===== config.mk =====
export PLATFORM = sky130hd
export DESIGN_NAME = fifo_page_replacement_core
export DESIGN_NICKNAME = d
export VERILOG_FILES = /design/src/design/fpr_pkg.sv /design/src/design/fpr_cell.sv /design/src/design/fifo_page_replacement_core.sv
export SDC_FILE = /design/constraint.sdc
export NUM_CORES = 1
export LEC_CHECK = 0
export ABC_CLOCK_PERIOD_IN_PS = 3450
export BUFFER_PORTS_ARGS = -buffer_cell sky130_fd_sc_hd__buf_4
export CAP_MARGIN = 20
export CELL_PAD_IN_SITES_DETAIL_PLACEMENT = 1
export CELL_PAD_IN_SITES_GLOBAL_PLACEMENT = 1
export CORE_AREA = 2 2 133 232
export CTS_CLUSTER_DIAMETER = 100
export CTS_CLUSTER_SIZE = 25
export DETAILED_ROUTE_END_ITERATION = 8
export DIE_AREA = 0 0 135 234
export PLACE_DENSITY = 0.88
export SYNTH_ARGS = -nofsm -noshare
export SYNTH_HDL_FRONTEND = slang
export SYNTH_SLANG_ARGS = --single-unit

===== constraint.sdc =====
create_clock -name clock -period 3.45 [get_ports clock]
set_input_delay 0 -clock clock [delete_from_list [all_inputs] [get_ports clock]]
set_output_delay 0 -clock clock [all_outputs]
set_load 0.1 [all_outputs]

===== src/design/fpr_pkg.sv =====
// Package for the FIFO page replacement core: widths, constants, the control
// state encoding and the per-cell control word.
// No dependencies.
`timescale 1ns / 1ps

package fpr_pkg;

   localparam int PAGE_W  = 8;
   localparam int CFG_W   = 5;
   localparam int TOTAL_W = 16;

   localparam logic [CFG_W-1:0]   CFG_RESET = 5'd16;
   localparam logic [TOTAL_W-1:0] TOTAL_MAX = 16'hFFFF;

   typedef enum logic {
      ST_IDLE,
      ST_UPDATE
   } fpr_state_type;

   typedef struct packed {
      logic shift;
      logic load;
   } cell_ctrl_type;

endpackage


===== src/design/fpr_cell.sv =====
// One cell of the resident page row: holds a page and its frame, compares it
// against the looked-up page and takes its neighbor's entry on a shift.
// Depends on fpr_pkg.
`timescale 1ns / 1ps

module fpr_cell #(
   parameter int FRAME_W = 4
) (
   input  logic                        clock,
   input  logic                        reset,
   input  fpr_pkg::cell_ctrl_type      ctrl,
   input  logic [fpr_pkg::PAGE_W-1:0]  lookup_page,
   input  logic [FRAME_W-1:0]          new_frame,
   input  logic                        nbr_occ,
   input  logic [fpr_pkg::PAGE_W-1:0]  nbr_page,
   input  logic [FRAME_W-1:0]          nbr_frame,
   output logic                        occ,
   output logic [fpr_pkg::PAGE_W-1:0]  page,
   output logic [FRAME_W-1:0]          frame,
   output logic                        match
);
   import fpr_pkg::*;

   logic               occ_ff, occ_in;
   logic [PAGE_W-1:0]  page_ff, page_in;
   logic [FRAME_W-1:0] frame_ff, frame_in;

   always_comb begin
      occ_in   = occ_ff;
      page_in  = page_ff;
      frame_in = frame_ff;
      if (ctrl.load) begin
         occ_in   = 1'b1;
         page_in  = lookup_page;
         frame_in = new_frame;
      end else if (ctrl.shift) begin
         occ_in   = nbr_occ;
         page_in  = nbr_page;
         frame_in = nbr_frame;
      end
   end

   always_ff @(posedge clock) begin
      if (reset) begin
         occ_ff <= 1'b0;
      end else begin
         occ_ff <= occ_in;
      end
   end

   always_ff @(posedge clock) begin
      page_ff  <= page_in;
      frame_ff <= frame_in;
   end

   assign occ   = occ_ff;
   assign page  = page_ff;
   assign frame = frame_ff;
   assign match = occ_ff && (page_ff == lookup_page);

endmodule


===== src/design/fifo_page_replacement_core.sv =====
// Top level of the FIFO page replacement core: control, fault counter,
// result register and the row of resident page cells.
// Depends on fpr_pkg and fpr_cell.
`timescale 1ns / 1ps

// Each page reference passes two states, one to capture the page and one to
// compare it against every cell of the resident row at once and update the
// row, which holds the resident pages oldest first. A new reference is taken
// while the previous result still waits on the result channel. The frame
// count register may be written at any time the core is idle; zero acts as
// one and values above FRAME_COUNT act as FRAME_COUNT. There is no clearing
// pass after reset.
module fifo_page_replacement_core #(
   parameter int FRAME_COUNT = 16,
   localparam int FRAME_W = (FRAME_COUNT > 1) ? $clog2(FRAME_COUNT) : 1
) (
   input  logic                         clock,
   input  logic                         reset,
   input  logic                         csr_valid,
   output logic                         csr_ready,
   input  logic [fpr_pkg::CFG_W-1:0]    csr_frames_in_use,
   input  logic                         req_valid,
   output logic                         req_ready,
   input  logic [fpr_pkg::PAGE_W-1:0]   req_page_number,
   output logic                         rsp_valid,
   input  logic                         rsp_ready,
   output logic                         rsp_fault,
   output logic [FRAME_W-1:0]           rsp_frame_index,
   output logic                         rsp_evicted_valid,
   output logic [fpr_pkg::PAGE_W-1:0]   rsp_evicted_page,
   output logic [fpr_pkg::TOTAL_W-1:0]  rsp_fault_total
);
   import fpr_pkg::*;

   localparam int CNT_W = $clog2(FRAME_COUNT + 1);
   localparam int CMP_W = (CNT_W > CFG_W) ? CNT_W : CFG_W;

   fpr_state_type      state_ff, state_in;
   logic [CFG_W-1:0]   frames_in_use_ff;
   logic [PAGE_W-1:0]  page_ff;
   logic [CNT_W-1:0]   count_ff, count_in;
   logic [TOTAL_W-1:0] total_ff, total_in;

   logic               rsp_valid_ff, rsp_valid_in;
   logic               rsp_fault_ff;
   logic [FRAME_W-1:0] rsp_frame_ff;
   logic               rsp_ev_valid_ff;
   logic [PAGE_W-1:0]  rsp_ev_page_ff;
   logic [TOTAL_W-1:0] rsp_total_ff;

   logic [CMP_W-1:0]   cfg_ext;
   logic [CNT_W-1:0]   usable;
   logic               do_update;
   logic               hit, fill, evict;
   logic [FRAME_W-1:0] hit_frame, new_frame;
   logic [CNT_W-1:0]   target;

   logic [FRAME_COUNT-1:0] match_vec;
   logic [FRAME_COUNT-1:0] occ_vec;
   logic [PAGE_W-1:0]      page_vec  [FRAME_COUNT];
   logic [FRAME_W-1:0]     frame_vec [FRAME_COUNT];
   cell_ctrl_type          ctrl_vec  [FRAME_COUNT];

   assign csr_ready = 1'b1;

   always_ff @(posedge clock) begin
      if (reset) begin
         frames_in_use_ff <= CFG_RESET;
      end else if (csr_valid && csr_ready) begin
         frames_in_use_ff <= csr_frames_in_use;
      end
   end

   always_comb begin
      cfg_ext = CMP_W'(frames_in_use_ff);
      if (cfg_ext == '0) begin
         usable = CNT_W'(1);
      end else if (cfg_ext > CMP_W'(FRAME_COUNT)) begin
         usable = CNT_W'(FRAME_COUNT);
      end else begin
         usable = cfg_ext[CNT_W-1:0];
      end
   end

   genvar gi;
   generate
      for (gi = 0; gi < FRAME_COUNT; gi++) begin : g_cell
         logic               nbr_occ;
         logic [PAGE_W-1:0]  nbr_page;
         logic [FRAME_W-1:0] nbr_frame;

         if (gi == FRAME_COUNT - 1) begin : g_last
            assign nbr_occ   = 1'b0;
            assign nbr_page  = '0;
            assign nbr_frame = '0;
         end else begin : g_mid
            assign nbr_occ   = occ_vec[gi+1];
            assign nbr_page  = page_vec[gi+1];
            assign nbr_frame = frame_vec[gi+1];
         end

         assign ctrl_vec[gi].shift = do_update && evict;
         assign ctrl_vec[gi].load  = do_update && (fill || evict)
                                     && (target == CNT_W'(gi));

         fpr_cell #(
            .FRAME_W(FRAME_W)
         ) u_cell (
            .clock       (clock),
            .reset       (reset),
            .ctrl        (ctrl_vec[gi]),
            .lookup_page (page_ff),
            .new_frame   (new_frame),
            .nbr_occ     (nbr_occ),
            .nbr_page    (nbr_page),
            .nbr_frame   (nbr_frame),
            .occ         (occ_vec[gi]),
            .page        (page_vec[gi]),
            .frame       (frame_vec[gi]),
            .match       (match_vec[gi])
         );
      end
   endgenerate

   always_comb begin
      hit_frame = '0;
      for (int i = 0; i < FRAME_COUNT; i++) begin
         hit_frame = hit_frame | (frame_vec[i] & {FRAME_W{match_vec[i]}});
      end
   end

   assign hit       = |match_vec;
   assign fill      = !hit && (count_ff < usable);
   assign evict     = !hit && !fill;
   assign new_frame = fill ? count_ff[FRAME_W-1:0] : frame_vec[0];
   assign target    = fill ? count_ff : count_ff - CNT_W'(1);
   assign do_update = (state_ff == ST_UPDATE) && (!rsp_valid_ff || rsp_ready);

   always_comb begin
      state_in     = state_ff;
      count_in     = count_ff;
      total_in     = total_ff;
      rsp_valid_in = rsp_valid_ff && !rsp_ready;
      req_ready    = 1'b0;
      case (state_ff)
         ST_IDLE: begin
            req_ready = 1'b1;
            if (req_valid) begin
               state_in = ST_UPDATE;
            end
         end
         ST_UPDATE: begin
            if (do_update) begin
               state_in     = ST_IDLE;
               rsp_valid_in = 1'b1;
               if (fill) begin
                  count_in = count_ff + CNT_W'(1);
               end
               if (!hit && (total_ff != TOTAL_MAX)) begin
                  total_in = total_ff + TOTAL_W'(1);
               end
            end
         end
         default: begin
            state_in = ST_IDLE;
         end
      endcase
   end

   always_ff @(posedge clock) begin
      if (reset) begin
         state_ff     <= ST_IDLE;
         count_ff     <= '0;
         total_ff     <= '0;
         rsp_valid_ff <= 1'b0;
      end else begin
         state_ff     <= state_in;
         count_ff     <= count_in;
         total_ff     <= total_in;
         rsp_valid_ff <= rsp_valid_in;
      end
   end

   always_ff @(posedge clock) begin
      if (req_valid && req_ready) begin
         page_ff <= req_page_number;
      end
      if (do_update) begin
         rsp_fault_ff    <= !hit;
         rsp_frame_ff    <= hit ? hit_frame : new_frame;
         rsp_ev_valid_ff <= evict;
         rsp_ev_page_ff  <= evict ? page_vec[0] : '0;
         rsp_total_ff    <= total_in;
      end
   end

   assign rsp_valid         = rsp_valid_ff;
   assign rsp_fault         = rsp_fault_ff;
   assign rsp_frame_index   = rsp_frame_ff;
   assign rsp_evicted_valid = rsp_ev_valid_ff;
   assign rsp_evicted_page  = rsp_ev_page_ff;
   assign rsp_fault_total   = rsp_total_ff;

`ifndef ASSERT_OFF
   a_one_match: assert property (@(posedge clock) disable iff (reset)
      $onehot0(match_vec))
      else $error("A page is resident in more than one cell.");

   a_count_range: assert property (@(posedge clock) disable iff (reset)
      count_ff <= CNT_W'(FRAME_COUNT))
      else $error("The filled frame count exceeds the frame count.");

   a_accept_busy: assert property (@(posedge clock) disable iff (reset)
      req_valid && req_ready |=> !req_ready)
      else $error("A word was taken while the previous one was still in work.");

   a_evict_zero: assert property (@(posedge clock) disable iff (reset)
      rsp_valid && !rsp_evicted_valid |-> rsp_evicted_page == '0)
      else $error("An evicted page is reported without an eviction.");
`endif

endmodule


== Word level (Yosys, flattened, before mapping) ==
Cells that the tools add are included.

* Output and inout bits: 33
* Flip-flop bits (word level): 274

* Equality and inequality tests: 32
* Add/subtract/negate cells: 3
* Bitwise gates (word level): 32
* Reductions and logical operators: 66
* Mux-type cells: 110
* Order comparisons: 2

{| class="wikitable"
|+ Operators by type and width
! operator !! number
|-
| $mux W8 || 32
|-
| $mux W4 || 34
|-
| $eq A8 B8 Y1 || 16
|-
| $and A4 B4 Y4 || 16
|-
| $or A4 B4 Y4 || 15
|-
| $mux W16 || 3
|-
| $eq A5 B4 Y1 const B || 8
|-
| $logic_and A1 B1 Y1 || 40
|-
| $mux W1 || 37
|-
| $reduce_bool A2 Y1 || 16
|-
| $eq A5 B3 Y1 const B || 4
|-
| $add A16 B1 Y16 const B || 1
|-
| $ne A16 B16 Y1 const B || 1
|-
| $reduce_or A16 Y1 || 1
|-
| $mux W5 || 3
|-
| $eq A5 B2 Y1 const B || 2
|-
| $logic_not A5 Y1 || 2
|-
| $add A5 B1 Y5 const B || 1
|-
| $eq A5 B1 Y1 const B || 1
|-
| $gt A5 B5 Y1 const B || 1
|-
| $lt A5 B5 Y1 || 1
|-
| $sub A5 B1 Y5 const B || 1
|-
| $logic_not A1 Y1 || 4
|-
| $reduce_and A3 Y1 || 1
|-
| other kinds (3) || 4
|}

== Longest topological paths before layout ==
Gate-level depths: netlist of run 1.

* Word-level depth: 19
* Gate-level depth with buffers: 13
* Gate-level depth less buffers: 12

== Modules after synthesis ==
Synthesis of run 1 repeated with hierarchy kept, for this count alone.

* Cell total of the unflattened synthesis: 984
* Area, all modules: 14102.3 sq um

{| class="wikitable"
|+ Modules (own cells, without submodules)
! module !! area an instance (sq um) !! cells an instance !! seq. area each (sq um) !! instances
|-
| fpr_cell || 670.6 || 42 || 380.4 || 16
|-
| fifo_page_replacement_core || 3372.0 || 312 || 1701.6 || 1
|}

== Worst setup path before layout of run 1 ==
OpenSTA, ideal clock, no wires.

* Kind: register -> register
* From: register rsp_valid_ff (netlist: rsp_valid)
* To: register g_cell[14].u_cell.frame_ff[0], enable pin
* Data required time: 3.052 ns
* Setup slack: -0.718 ns
* Path buffers: 4
* Library setup time: 0.398 ns
* Stages on the path, launching flop included: 11
* Period minus slack after synthesis: 4.168 ns
* Data arrival time: 3.770 ns
* Cells stage by stage: dfxtp_1 -> nand2b_1 -> and2_1 -> clkbuf_1 -> inv_1 -> nor3_4 -> nand2_1 -> buf_2 -> buf_2 -> buf_2 -> o21ai_0

* Longest elaborated chain between the ends: 6
* Elaborated cells between the ends (all ways): 7

{| class="wikitable"
|+ Ends and longest elaborated chain
! element !! RTL line !! RTL
|-
| start, declared || fifo_page_replacement_core.sv:44 || <nowiki>logic rsp_valid_ff, rsp_valid_in;</nowiki>
|-
| start signal, assigned || fifo_page_replacement_core.sv:180 || <nowiki>rsp_valid_ff <= rsp_valid_in;</nowiki>
|-
| $logic_not A1 Y1 (*) || fifo_page_replacement_core.sv:137 || <nowiki>assign do_update = (state_ff == ST_UPDATE) && (!rsp_valid_ff || rsp_ready);</nowiki>
|-
| $logic_or A1 B1 Y1 (*) || fifo_page_replacement_core.sv:137 ||
|-
| $logic_and A1 B1 Y1 (*) || fifo_page_replacement_core.sv:137 ||
|-
| via do_update || fifo_page_replacement_core.sv:53 || <nowiki>logic do_update;</nowiki>
|-
| $logic_and A1 B1 Y1 || fifo_page_replacement_core.sv:103 || <nowiki>assign ctrl_vec[gi].load = do_update && (fill || evict)</nowiki>
|-
| $logic_and A1 B1 Y1 || fifo_page_replacement_core.sv:104 || <nowiki>&& (target == CNT_W'(gi));</nowiki>
|-
| $reduce_bool A2 Y1 (no source line) (*) || -- ||
|-
| end signal, assigned || fpr_cell.sv:53 || <nowiki>frame_ff <= frame_in;</nowiki>
|-
| end, declared || fpr_cell.sv:26 || <nowiki>logic [FRAME_W-1:0] frame_ff, frame_in;</nowiki>
|}

Mark *: on every way through the listed nets, which the timed path passes. The rest lies on a longest branch.
A chain may end at the register's enable or synchronous reset.

== Final worst setup path of run 1 ==
* From: register page_ff[0]
* To: register g_cell[1].u_cell.frame_ff[2], data pin

* Longest elaborated chain between the ends: 11
* Elaborated cells between the ends (all ways): 44

{| class="wikitable"
|+ Ends and longest elaborated chain
! element !! RTL line !! RTL
|-
| start, declared || fifo_page_replacement_core.sv:40 || <nowiki>logic [PAGE_W-1:0] page_ff;</nowiki>
|-
| start signal, assigned || fifo_page_replacement_core.sv:186 || <nowiki>page_ff <= req_page_number;</nowiki>
|-
| $eq A8 B8 Y1 || fpr_cell.sv:59 || <nowiki>assign match = occ_ff && (page_ff == lookup_page);</nowiki>
|-
| $logic_and A1 B1 Y1 || fpr_cell.sv:59 ||
|-
| $reduce_or A16 Y1 (*) || fifo_page_replacement_core.sv:132 || <nowiki>assign hit = |match_vec;</nowiki>
|-
| $logic_not A1 Y1 (*) || fifo_page_replacement_core.sv:133, fifo_page_replacement_core.sv:134 ||
|-
| branches (longest 6 deep; another with $mux W5) || -- ||
|-
| $mux W4 (*) || fpr_cell.sv:32 || <nowiki>if (ctrl.load) begin</nowiki>
|-
| via g_cell[1].u_cell.frame_in[2] || fpr_cell.sv:26 ||
|-
| end signal, assigned || fpr_cell.sv:53 ||
|-
| end, declared || fpr_cell.sv:26 ||
|}

Mark *: on every way through the listed nets, which the timed path passes.

==> metrics, run 1 <==
die width=135 µm; clock sinks=274; Routed Wire Length=43.5 mm; Synth area leader=edfxtp_1; core area=29800 µm²; Switching Share=27.0%; die area=31600 µm²; Clock Tree Buf Depth=3; Mapped Area=13800 µm²; Max rail drop VDD=0.409 mV; 1st-iter DRT viols=670; asr flop ratio synth=0%; Root Driver=clkbuf_16; NumNets Final=1215; synth top area cells=edfxtp_1 50%, mux2_2 15%, xnor2_1 9.1%; Area growth, synth to finish=19.8%; first-pass GRT wire length=59.4 mm; Gate power share=15.1%; Final Hold Slack=198 ps; Critical Path End Type=flip-flop; vias=9518; worst-path fanout max=5; fin util=55.4%; period utilization=107%; top_reg_cell synth=edfxtp_1; Mapped Cells=1028; post-DP HPWL=28.8 mm; RR Endpoint=g_cell[1].u_cell.frame[2]$_DFFE_PP_; DR vias/cell=6.01; sequential share of power=56.3%; # diodes=0; GRT Total Usage=25.0%; failing checks=negative setup slack; pin count of the biggest net entering global routing=35; Final GP Congestion=0.936; EDFF count, synth=230; Startpoint Class=flip-flop; Int Pwr=4.91 mW; drt drc=0; # port buffers=49; Num CTS Buffers=14; reg-to-reg startpoint=page_ff[0]$_DFFE_PP_; grt ovf=0; Reg2Reg Setup Slack=-250 ps; f_max=0.271 GHz; Final Hold Fails=0; share of Yosys cell area claimed by the top area cell type=50.0%; Post-Route Skew=30.7 ps; register area share after synthesis=56.4%; fin worst setup slack=-246 ps; P_leak=5.70 nW; CP Cell Sequence=buf_4 -> xnor2_2 -> nand4_1 -> nor3_2 -> buf_4 -> nor4_2 -> buf_4 -> nand2_2 -> buf_4 -> nor3_4 -> buf_6 -> nand3_4 -> buf_4 -> a21oi_4 -> buf_4 -> mux2_2; final setup vio count=289; CTS tree=built; number of synthesized register bits=274; initial core utilization=46.3%; H-tree levels=1; Pwr Density=406 nW/µm²; Mean Syn Cell Area=13.4 µm²; Avg WL per Cell=27.5 µm; fin cells=1584; setup repair after global routing missed its margin=true; most frequent cell on the critical path=buf_4; reg2reg path depth=16; Clock Power Share=28.6%; 1st-pass router iterations=4; post-synth net total=1053; CTS clock-pin slew for the worst setup and hold paths=100 ps; actual slew at the worst max-slew pin=1050 ps; Pins Over Slew Limit=0; post-route antenna net violation count=0; CP arrival=3980 ps; data required time of the worst path=3730 ps; CP startpoint=page_ff[0]$_DFFE_PP_; Switching Power=1.82 mW; Placed Cells=1512; min cycle time layout=3700 ps; initial antenna violation count=0; Slew HR=29.6%; WS Path Type=reg -> reg; type of the tightest min-delay check=in -> reg; DP Worst Slack=-298 ps; Worst setup endpoint=g_cell[1].u_cell.frame[2]$_DFFE_PP_; slowest CP cell=edfxtp_1; worst skew pair latency=530 ps; max-cap violations=0; Ys Warns=0; vias in the first global route=10400; die height=234 µm; # rows=84; slowest stage delay, CP=480 ps; status=complete, but fails checks; boundary pin count=51; share of layout cells above drive strength 1=36.3%; synth unique cells=53
[cell usage in the layout (no fill, tap or decap), types with 13 or more instances in the layout]
| master | instances |
|---|---|
| a22oi_1 | 16 |
| nand2_1 | 48 |
| dlygate4sd3_1 | 28 |
| edfxtp_1 | 230 |
| nor3_2 | 14 |
| nor2_1 | 15 |
| clkbuf_16 | 17 |
| buf_4 | 151 |
| buf_6 | 14 |
| mux2i_1 | 13 |
| buf_12 | 18 |
| nand3_1 | 25 |
| nand4_1 | 28 |
| and2_1 | 41 |
| a21oi_1 | 16 |
| mux2_2 | 182 |
| dfxtp_1 | 44 |
| mux2_1 | 13 |
| xnor2_1 | 141 |
[synth_stat cells, types with 5 or more instances]
library cell and number:
nand2_1 49, and2_1 41, mux2_1 15, a221oi_1 8, buf_2 18, o21ai_0 9, inv_1 10, a22o_1 8
ha_1 7, xnor2_1 143, buf_6 7, nand4_1 28, o21a_1 8, nand3_1 26, and3_1 7, a22oi_1 16
or3_1 5, dfxtp_1 44, buf_4 18, nor2_2 7, nor2_1 16, nor3_1 20, edfxtp_1 230, clkbuf_1 23
a21o_1 11, mux2_2 182, mux2i_1 13, a21oi_1 19
[layer usage]
| metal | routed length [µm] | up-vias | global-route usage (%) | part of all wire (%) |
|---|---|---|---|---|
| li1 | - | 4099 | - | - |
| met1 | 13300 | 4835 | 22.2 | 30 |
| met2 | 24800 | 389 | 51.7 | 57 |
| met3 | 1790 | 195 | 2.29 | 4.1 |
| met4 | 3620 | 0 | 15.7 | 8.3 |
| met5 | 0 | - | 0 | 0 |
[through the flow]
stage | TNS [ps] | total power [mW] | instance area, µm²
finish | -19620 | 6.73 | 16500
global route | -61050 | 6.90 | 16500
CTS | 0 | 6.63 | 16200
detailed placement | -59200 | 4.74 | 15300
global placement | -32780 | 4.69 | 15300
floorplan | 0 | 4.45 | 13800
[flip-flops by register name, indices dropped and copies added, names as in the netlist]
signal	count
cfg_ext	5
count_ff	5
g_cell.u_cell.frame	64
g_cell.u_cell.occ	16
g_cell.u_cell.page	128
page_ff	8
rsp_evicted_page	8
rsp_evicted_valid	1
rsp_fault	1
rsp_fault_total	16
rsp_frame_index	4
rsp_valid	1
state_ff	1
total_ff	16
[area by class of cell]
class,instances,area [µm²]
fill,2955,13300
clock buffer,23,405
sequential,274,7790
timing repair buffer,213,1980
tap,387,484
inverter,10,37.5
multi-input combinational,677,5850
[what timing repair did]
| action | CTS | global route |
|---|---|---|
| hold buffers | 28 | 0 |
| resized for setup | 20 | 45 |
| buffers inserted | 5 | 14 |
| endpoints found under the hold margin | 30 | 0 |
| endpoints found under the setup margin | 398 | 389 |
| gates cloned | 0 | 2 |
| pin swaps | 3 | 10 |
[worst max-delay path, delay by kind of cell, from the launching register on]
kind | cells | cell delay [ps]
and+or+nand+nor | 6 | 910
muxes | 1 | 330
AOI/OAI and AO/OA | 1 | 240
DFF | 1 | 480
buffers and inverters | 7 | 1320
xor gates and xnor gates | 1 | 150
[worst min-delay path by stage]
| stage | from | endpoint | slack (ps) | cells past startpoint |
|---|---|---|---|---|
| global placement | req_page_number[4] | page_ff[4]$_DFFE_PP_ | 180 | 1 |
| CTS | req_page_number[4] | page_ff[4]$_DFFE_PP_ | 190 | 2 |
| floorplan | reset | state_ff$_SDFF_PP0_ | 80 | 1 |
| detailed placement | req_page_number[4] | page_ff[4]$_DFFE_PP_ | 180 | 1 |
| finish | req_page_number[4] | page_ff[4]$_DFFE_PP_ | 200 | 2 |
| global route | req_page_number[5] | page_ff[5]$_DFFE_PP_ | 220 | 2 |
[power by group through the flow]
stage / Clock (mW) / Sequential, mW / Combinational (mW)
floorplan: 0 / 3.99 / 0.456
global placement: 0 / 3.85 / 0.842
detailed placement: 0 / 3.86 / 0.876
CTS: 1.92 / 3.78 / 0.930
global route: 2.04 / 3.80 / 1.06
finish: 1.92 / 3.79 / 1.02
[kinds of logic after synthesis]
logic type	Yosys count	share of synthesized area, %
AOI/OAI and AO/OA	92	4.82
and+or+nand+nor	220	8.67
other	1	0.0271
buffers and inverters	77	3.12
DFF	274	56.4
adders and majority gates	7	0.634
muxes	211	17.1
xor gates and xnor gates	146	9.26
(Power assumes the default switching activity.)
==> run 2: changes to the inputs <==
Settings changed: CAP_MARGIN 20 to 10, CTS_BUF_LIST set to sky130_fd_sc_hd__clkbuf_16.
==> run 2 against run 1 <==
Effect of this change:
- the flow still finishes with violations (negative setup slack)
- fmax about the same
- hold slack got worse by 18 ps
- final area increased by 0.20%
- global-route usage unchanged
- core utilization increased by 0.11 points
- first-iteration DRC count increased by 20%
- die area unchanged
- critical path depth decreased by 1
- final cell count unchanged
- via count decreased by 0.97%
- sequential share of layout area decreased by 0.096 points
- critical endpoint is now g_cell[4].u_cell.page[4]$_DFFE_PP_
- largest power group unchanged
==> metrics, run 2 (same netlist as run 1, synthesis figures left out) <==
Routed Wire Length=42.4 mm (was 43.5 mm); Pins Over Slew Limit=0 (unchanged); delay-heaviest family, CP=buffers and inverters (unchanged); final setup vio count=32 (was 289); Num CTS Buffers=14 (unchanged); Clock Tree Buf Depth=3 (unchanged); data required time of the worst path=3690 ps (was 3730 ps); min cycle time layout=3700 ps (about the same); CTS clock-pin slew for the worst setup and hold paths=110 ps (was 100 ps); Slew HR=28.4% (was 29.6%); dpl cell area=15300 µm² (unchanged); worst skew pair latency=540 ps (was 530 ps); 1st-pass router iterations=5 (was 4); Tot Pwr=6.71 mW (was 6.73 mW); first-pass GRT wire length=59.4 mm (about the same); actual slew at the worst max-slew pin=1070 ps (was 1050 ps); drt drc=0 (unchanged); CP arrival=3930 ps (was 3980 ps); status=complete, but fails checks (unchanged); slowest CP cell=o21ai_0 (was edfxtp_1); f_max=0.270 GHz (was 0.271 GHz); Critical path buffers and inverters=7 (unchanged); boundary pin count=51 (unchanged); core area=29800 µm² (unchanged); vias=9426 (was 9518); Pwr Density=404 nW/µm² (was 406 nW/µm²); CP Cell Sequence=buf_4 -> buf_4 -> xnor2_1 -> nand2_1 -> nor3_2 -> buf_4 -> nor4_2 -> buf_4 -> nand2_2 -> buf_4 -> o31ai_4 -> buf_4 -> a2bb2oi_4 -> o21ai_0 -> buf_4 (was buf_4 -> xnor2_2 -> nand4_1 -> nor3_2 -> buf_4 -> nor4_2 -> buf_4 -> nand2_2 -> buf_4 -> nor3_4 -> buf_6 -> nand3_4 -> buf_4 -> a21oi_4 -> buf_4 -> mux2_2); grt ovf=0 (unchanged); period utilization=107% (about the same); initial core utilization=46.3% (unchanged); # rows=84 (unchanged); type of the tightest min-delay check=in -> reg (unchanged); post-route antenna net violation count=0 (unchanged); # diodes=0 (unchanged); post-DP HPWL=28.8 mm (unchanged); 1st-iter DRT viols=801 (was 670); DP Worst Slack=-298 ps (unchanged); post-layout instance area=16600 µm² (was 16500 µm²); most common cell after layout, fill and taps aside=edfxtp_1 (unchanged); setup repair after global routing missed its margin=true (unchanged); Final Hold Fails=0 (unchanged); NumNets Final=1215 (unchanged); worst-path fanout max=12 (was 5); Placed Cells=1512 (unchanged); failing checks=negative setup slack (unchanged); fin worst setup slack=-247 ps (was -246 ps); CTS tree=built (unchanged); Area growth, synth to finish=20.0% (was 19.8%); Max rail drop VDD=0.405 mV (was 0.409 mV); DR vias/cell=5.95 (was 6.01); WS Path Type=reg -> reg (unchanged); die width=135 µm (unchanged); clock sinks=274 (unchanged); Post-Route Skew=23.3 ps (was 30.7 ps); vias in the first global route=10400 (about the same); die area=31600 µm² (unchanged); Avg WL per Cell=26.8 µm (was 27.5 µm); slowest stage delay, CP=580 ps (was 480 ps); most frequent cell on the critical path=buf_4 (unchanged); GRT Total Usage=25.0% (unchanged); pin count of the biggest net entering global routing=35 (unchanged); max reg flops=128 (unchanged); H-tree levels=1 (unchanged); Final GP Congestion=0.936 (unchanged); Critical Path End Type=flip-flop (unchanged); initial antenna violation count=0 (unchanged); Startpoint Class=flip-flop (unchanged); max-cap violations=0 (unchanged); fin cells=1584 (unchanged); commonest cells after routing, fill and taps aside=230 x edfxtp_1, 180 x mux2_2, 145 x buf_4 (was 230 x edfxtp_1, 182 x mux2_2, 151 x buf_4); # port buffers=49 (unchanged); Root Driver=clkbuf_16 (unchanged); share of layout cells above drive strength 1=36.2% (was 36.3%); die height=234 µm (unchanged); P_leak=5.77 nW (was 5.70 nW)
==> run 2: cell types whose count changed in the layout (fill, tap and decap cells not counted), sizes merged <==
cell	delta
clkbuf	-8
inv	+8
==> run 2: per-layer routing <==
layer / global-route usage, % / share of wire, % / vias to the layer above / routed length (µm)
met4: 15.6 / 7.6 / 0 / 3230
li1: - / - / 4091 / -
met1: 22.2 / 31 / 4809 / 13200
met5: 0 / 0 / - / 0
met3: 2.29 / 3.9 / 175 / 1670
met2: 51.8 / 57 / 351 / 24300
==> run 2: what timing repair did <==
action,in CTS,in global routing
resized for setup,20,56
gates cloned,0,3
endpoints found under the hold margin,30,0
setup endpoints to repair,398,383
setup buffers,5,15
pin swaps,3,12
hold buffers,28,0
==> run 2: stage by stage <==
step | util (%) | setup TNS [ps] | hold WS, ps
after floorplan | - | 0 | 79.3
after global placement | 51.3 | -32780 | 181
after detailed placement | 51.3 | -59200 | 182
after CTS | 54.2 | 0 | 189
after global routing | 55.6 | -21910 | 194
final | 55.6 | -3370 | 180
==> run 2: power by group <==
part / total [mW] / internal (mW) / switching (mW)
logic: 1.01 / 0.387 / 0.624
clock network: 1.91 / 0.797 / 1.11
registers: 3.79 / 3.70 / 0.0815
==> run 2: worst paths after layout <==
check                                     startpoint                            endpoint  slack [ps]  cells after the start
setup / recovery                page_ff[1]$_DFFE_PP_  g_cell[4].u_cell.page[4]$_DFFE_PP_        -250                     15
hold / removal                    req_page_number[4]                page_ff[4]$_DFFE_PP_         180                      2
setup reg to reg                page_ff[1]$_DFFE_PP_  g_cell[4].u_cell.page[4]$_DFFE_PP_        -250                     15
hold reg to reg   g_cell[15].u_cell.occ$_SDFFE_PP0P_  g_cell[15].u_cell.occ$_SDFFE_PP0P_         570                      2
==> run 2: layout make-up <==
type,count,area (µm²)
fill,2952,13300
sequential,274,7790
multi-input combinational,677,5860
timing repair buffer,213,2000
tap,387,484
clock buffer,15,375
inverter,10,37.5
clock inverter,8,30.0
==> run 3: changes to the inputs <==
Settings changed: REMOVE_ABC_BUFFERS set to 1.
==> run 3 against run 2 <==
Effect of this change:
- sequential share of layout area decreased by 3.7 points
- register-to-register slack got worse by 990 ps
- clock skew is 6.0 ps higher
- routed wire length increased by 56%
- highest routed layer is now met5
- sequential power about the same
- power increased by 6.3%
- global-route usage grew 7.7 points
- first-iteration DRC count rose by 58%
- the flow still finishes with violations (negative setup slack)
- final area grew 8.7%
- setup slack lost 990 ps
- die area unchanged
- critical path depth down 1
==> metrics, run 3 (same netlist as run 1, synthesis figures left out) <==
status=complete, but fails checks (unchanged); failing checks=negative setup slack (unchanged); Root Driver=clkbuf_16 (unchanged); Final Hold Slack=199 ps (was 180 ps); reg2reg path depth=14 (was 15); boundary pin count=51 (unchanged); first-pass GRT wire length=74.4 mm (was 59.4 mm); min cycle time layout=4680 ps (was 3700 ps); clock sinks=274 (unchanged); Num CTS Buffers=14 (unchanged); Routed Wire Length=66.0 mm (was 42.4 mm); CTS clock-pin slew for the worst setup and hold paths=130 ps (was 110 ps); share of layout cells above drive strength 1=41.7% (was 36.2%); CTS tree=built (unchanged); Switching Power=2.13 mW (was 1.82 mW); P_leak=6.54 nW (was 5.77 nW); Reg2Reg Setup Slack=-1230 ps (was -250 ps); grt ovf=0 (unchanged); hold path start=req_page_number[5] (was req_page_number[4]); Startpoint Class=flip-flop (unchanged); WS Path Type=reg -> reg (unchanged); worst-path fanout max=16 (was 12); Int Pwr=5.00 mW (was 4.89 mW); f_max=0.214 GHz (was 0.270 GHz); die area=31600 µm² (unchanged); Critical Path End Type=flip-flop (unchanged); Avg WL per Cell=40.4 µm (was 26.8 µm); Final Hold Fails=0 (unchanged); Final GP Congestion=0.936 (about the same); vias=11100 (was 9426); Clock Tree Buf Depth=3 (unchanged); core area=29800 µm² (unchanged); post-DP HPWL=32.6 mm (was 28.8 mm); Max rail drop VDD=0.732 mV (was 0.405 mV); Switching Share=29.9% (was 27.1%); drt drc=0 (unchanged); pin count of the biggest net entering global routing=35 (unchanged); Post-Route Skew=29.3 ps (was 23.3 ps); vias in the first global route=11300 (was 10400); Pwr Density=396 nW/µm² (was 404 nW/µm²); GRT Total Usage=32.6% (was 25.0%); Area growth, synth to finish=30.4% (was 20.0%); most common cell after layout, fill and taps aside=edfxtp_1 (unchanged); die width=135 µm (unchanged); Gate power share=18.5% (was 15.1%); Fill cells=2786 (was 2952); period utilization=136% (was 107%); CP arrival=4980 ps (was 3930 ps); RR Endpoint=g_cell[7].u_cell.frame[1]$_DFFE_PP_ (was g_cell[4].u_cell.page[4]$_DFFE_PP_); fin worst setup slack=-1230 ps (was -247 ps); TNS Setup=-395980 ps (was -3370 ps); actual slew at the worst max-slew pin=1190 ps (was 1070 ps); # port buffers=49 (unchanged); final setup vio count=451 (was 32); hold path endpoint=page_ff[5]$_DFFE_PP_ (was page_ff[4]$_DFFE_PP_); NumNets Final=1263 (was 1215); Clock Power Share=28.0% (was 28.5%); die height=234 µm (unchanged); Slew HR=20.5% (was 28.4%); 1st-pass router iterations=5 (unchanged); H-tree levels=1 (unchanged); commonest cells after routing, fill and taps aside=230 x edfxtp_1, 146 x buf_4, 130 x xnor2_1 (was 230 x edfxtp_1, 180 x mux2_2, 145 x buf_4); fin util=60.4% (was 55.6%); # rows=84 (unchanged); initial core utilization=46.3% (unchanged); post-route antenna net violation count=0 (unchanged); Pins Over Slew Limit=0 (unchanged); max-cap violations=0 (unchanged); DR vias/cell=6.82 (was 5.95); 1st-iter DRT viols=1268 (was 801); setup repair after global routing missed its margin=true (unchanged); type of the tightest min-delay check=in -> reg (unchanged); worst skew pair latency=540 ps (about the same); max reg flops=128 (unchanged); Tot Pwr=7.13 mW (was 6.71 mW); Hold Crit Depth=2 (unchanged); sequential share of power=53.6% (was 56.4%); reg-to-reg startpoint=page_ff[3]$_DFFE_PP_ (was page_ff[1]$_DFFE_PP_); data required time of the worst path=3740 ps (was 3690 ps); initial antenna violation count=8 (was 0)
==> run 3: cell count changes in the layout (fill, tap and decap cells not counted), sizes merged <==
cell and change:
buf +37, clkbuf +5, diode +3, a21o +6
==> run 3: worst max path at each step <==
stage                                            to  depth (start not counted)                  from
6_report        g_cell[7].u_cell.frame[1]$_DFFE_PP_                         14  page_ff[3]$_DFFE_PP_
5_1_grt         g_cell[7].u_cell.frame[1]$_DFFE_PP_                         14  page_ff[3]$_DFFE_PP_
4_1_cts         g_cell[7].u_cell.frame[0]$_DFFE_PP_                         16  page_ff[2]$_DFFE_PP_
3_5_place_dp     g_cell[3].u_cell.page[1]$_DFFE_PP_                         13  page_ff[2]$_DFFE_PP_
3_3_place_gp     g_cell[3].u_cell.page[1]$_DFFE_PP_                         12  page_ff[7]$_DFFE_PP_
2_1_floorplan  g_cell[12].u_cell.frame[0]$_DFFE_PP_                          6  rsp_valid$_SDFF_PP0_
==> run 3: power groups by stage <==
stage               registers (mW)  clock network, mW  logic, mW
finish                        3.82               2.00       1.32
global route                  3.82               2.08       1.33
CTS                           3.78               1.87       1.03
detailed placement            3.86                  0      0.950
global placement              3.85                  0      0.914
floorplan                     4.04                  0      0.370
==> run 3: what timing repair did <==
| item | CTS | global route |
|---|---|---|
| hold buffers | 28 | 0 |
| gates resized for setup | 69 | 195 |
| buffers inserted | 12 | 34 |
| endpoints found under the setup margin | 406 | 407 |
| cloned | 1 | 14 |
| pin swaps | 12 | 34 |
| endpoints found under the hold margin | 30 | 0 |
==> run 3: metrics by stage <==
step,area [µm²],cells,worst slack (ps)
2_1_floorplan,13400,961,-764
3_3_place_gp,15500,1525,-571
3_5_place_dp,15500,1525,-635
4_1_cts,16700,1588,-6.05
5_1_grt,18000,1634,-1020
6_report,18000,1635,-1230
==> run 3: area by class of cell <==
cell class,instances,area [µm²],share of cell area (%)
Sequential cell,274,7790,43.2
Multi-Input combinational cell,683,6610,36.7
Timing Repair Buffer,255,2690,14.9
Tap cell,387,484,2.69
Clock buffer,15,375,2.08
Inverter,10,37.5,0.208
Clock inverter,8,30.0,0.167
Antenna cell,3,7.51,0.0417
==> run 3: critical path: stages (launching register included) <==
cell,delay (ps)
edfxtp_1,430
buf_8,170
buf_12,160
xnor2_1,710
nand4_1,700
nor3_4,480
nor4_4,90
nand2_8,130
o31ai_2,100
buf_4,180
a2bb2oi_4,490
nor2_4,110
buf_12,180
buf_16,150
mux2_4,330
==> run 3: metal layers <==
metal | wire length, µm | track usage [%] | vias up
met5 | 56 | 0 | -
met3 | 7090 | 6.70 | 495
met4 | 8900 | 31.7 | 8
li1 | - | - | 4202
met2 | 31000 | 59.5 | 979
met1 | 19000 | 28.9 | 5464
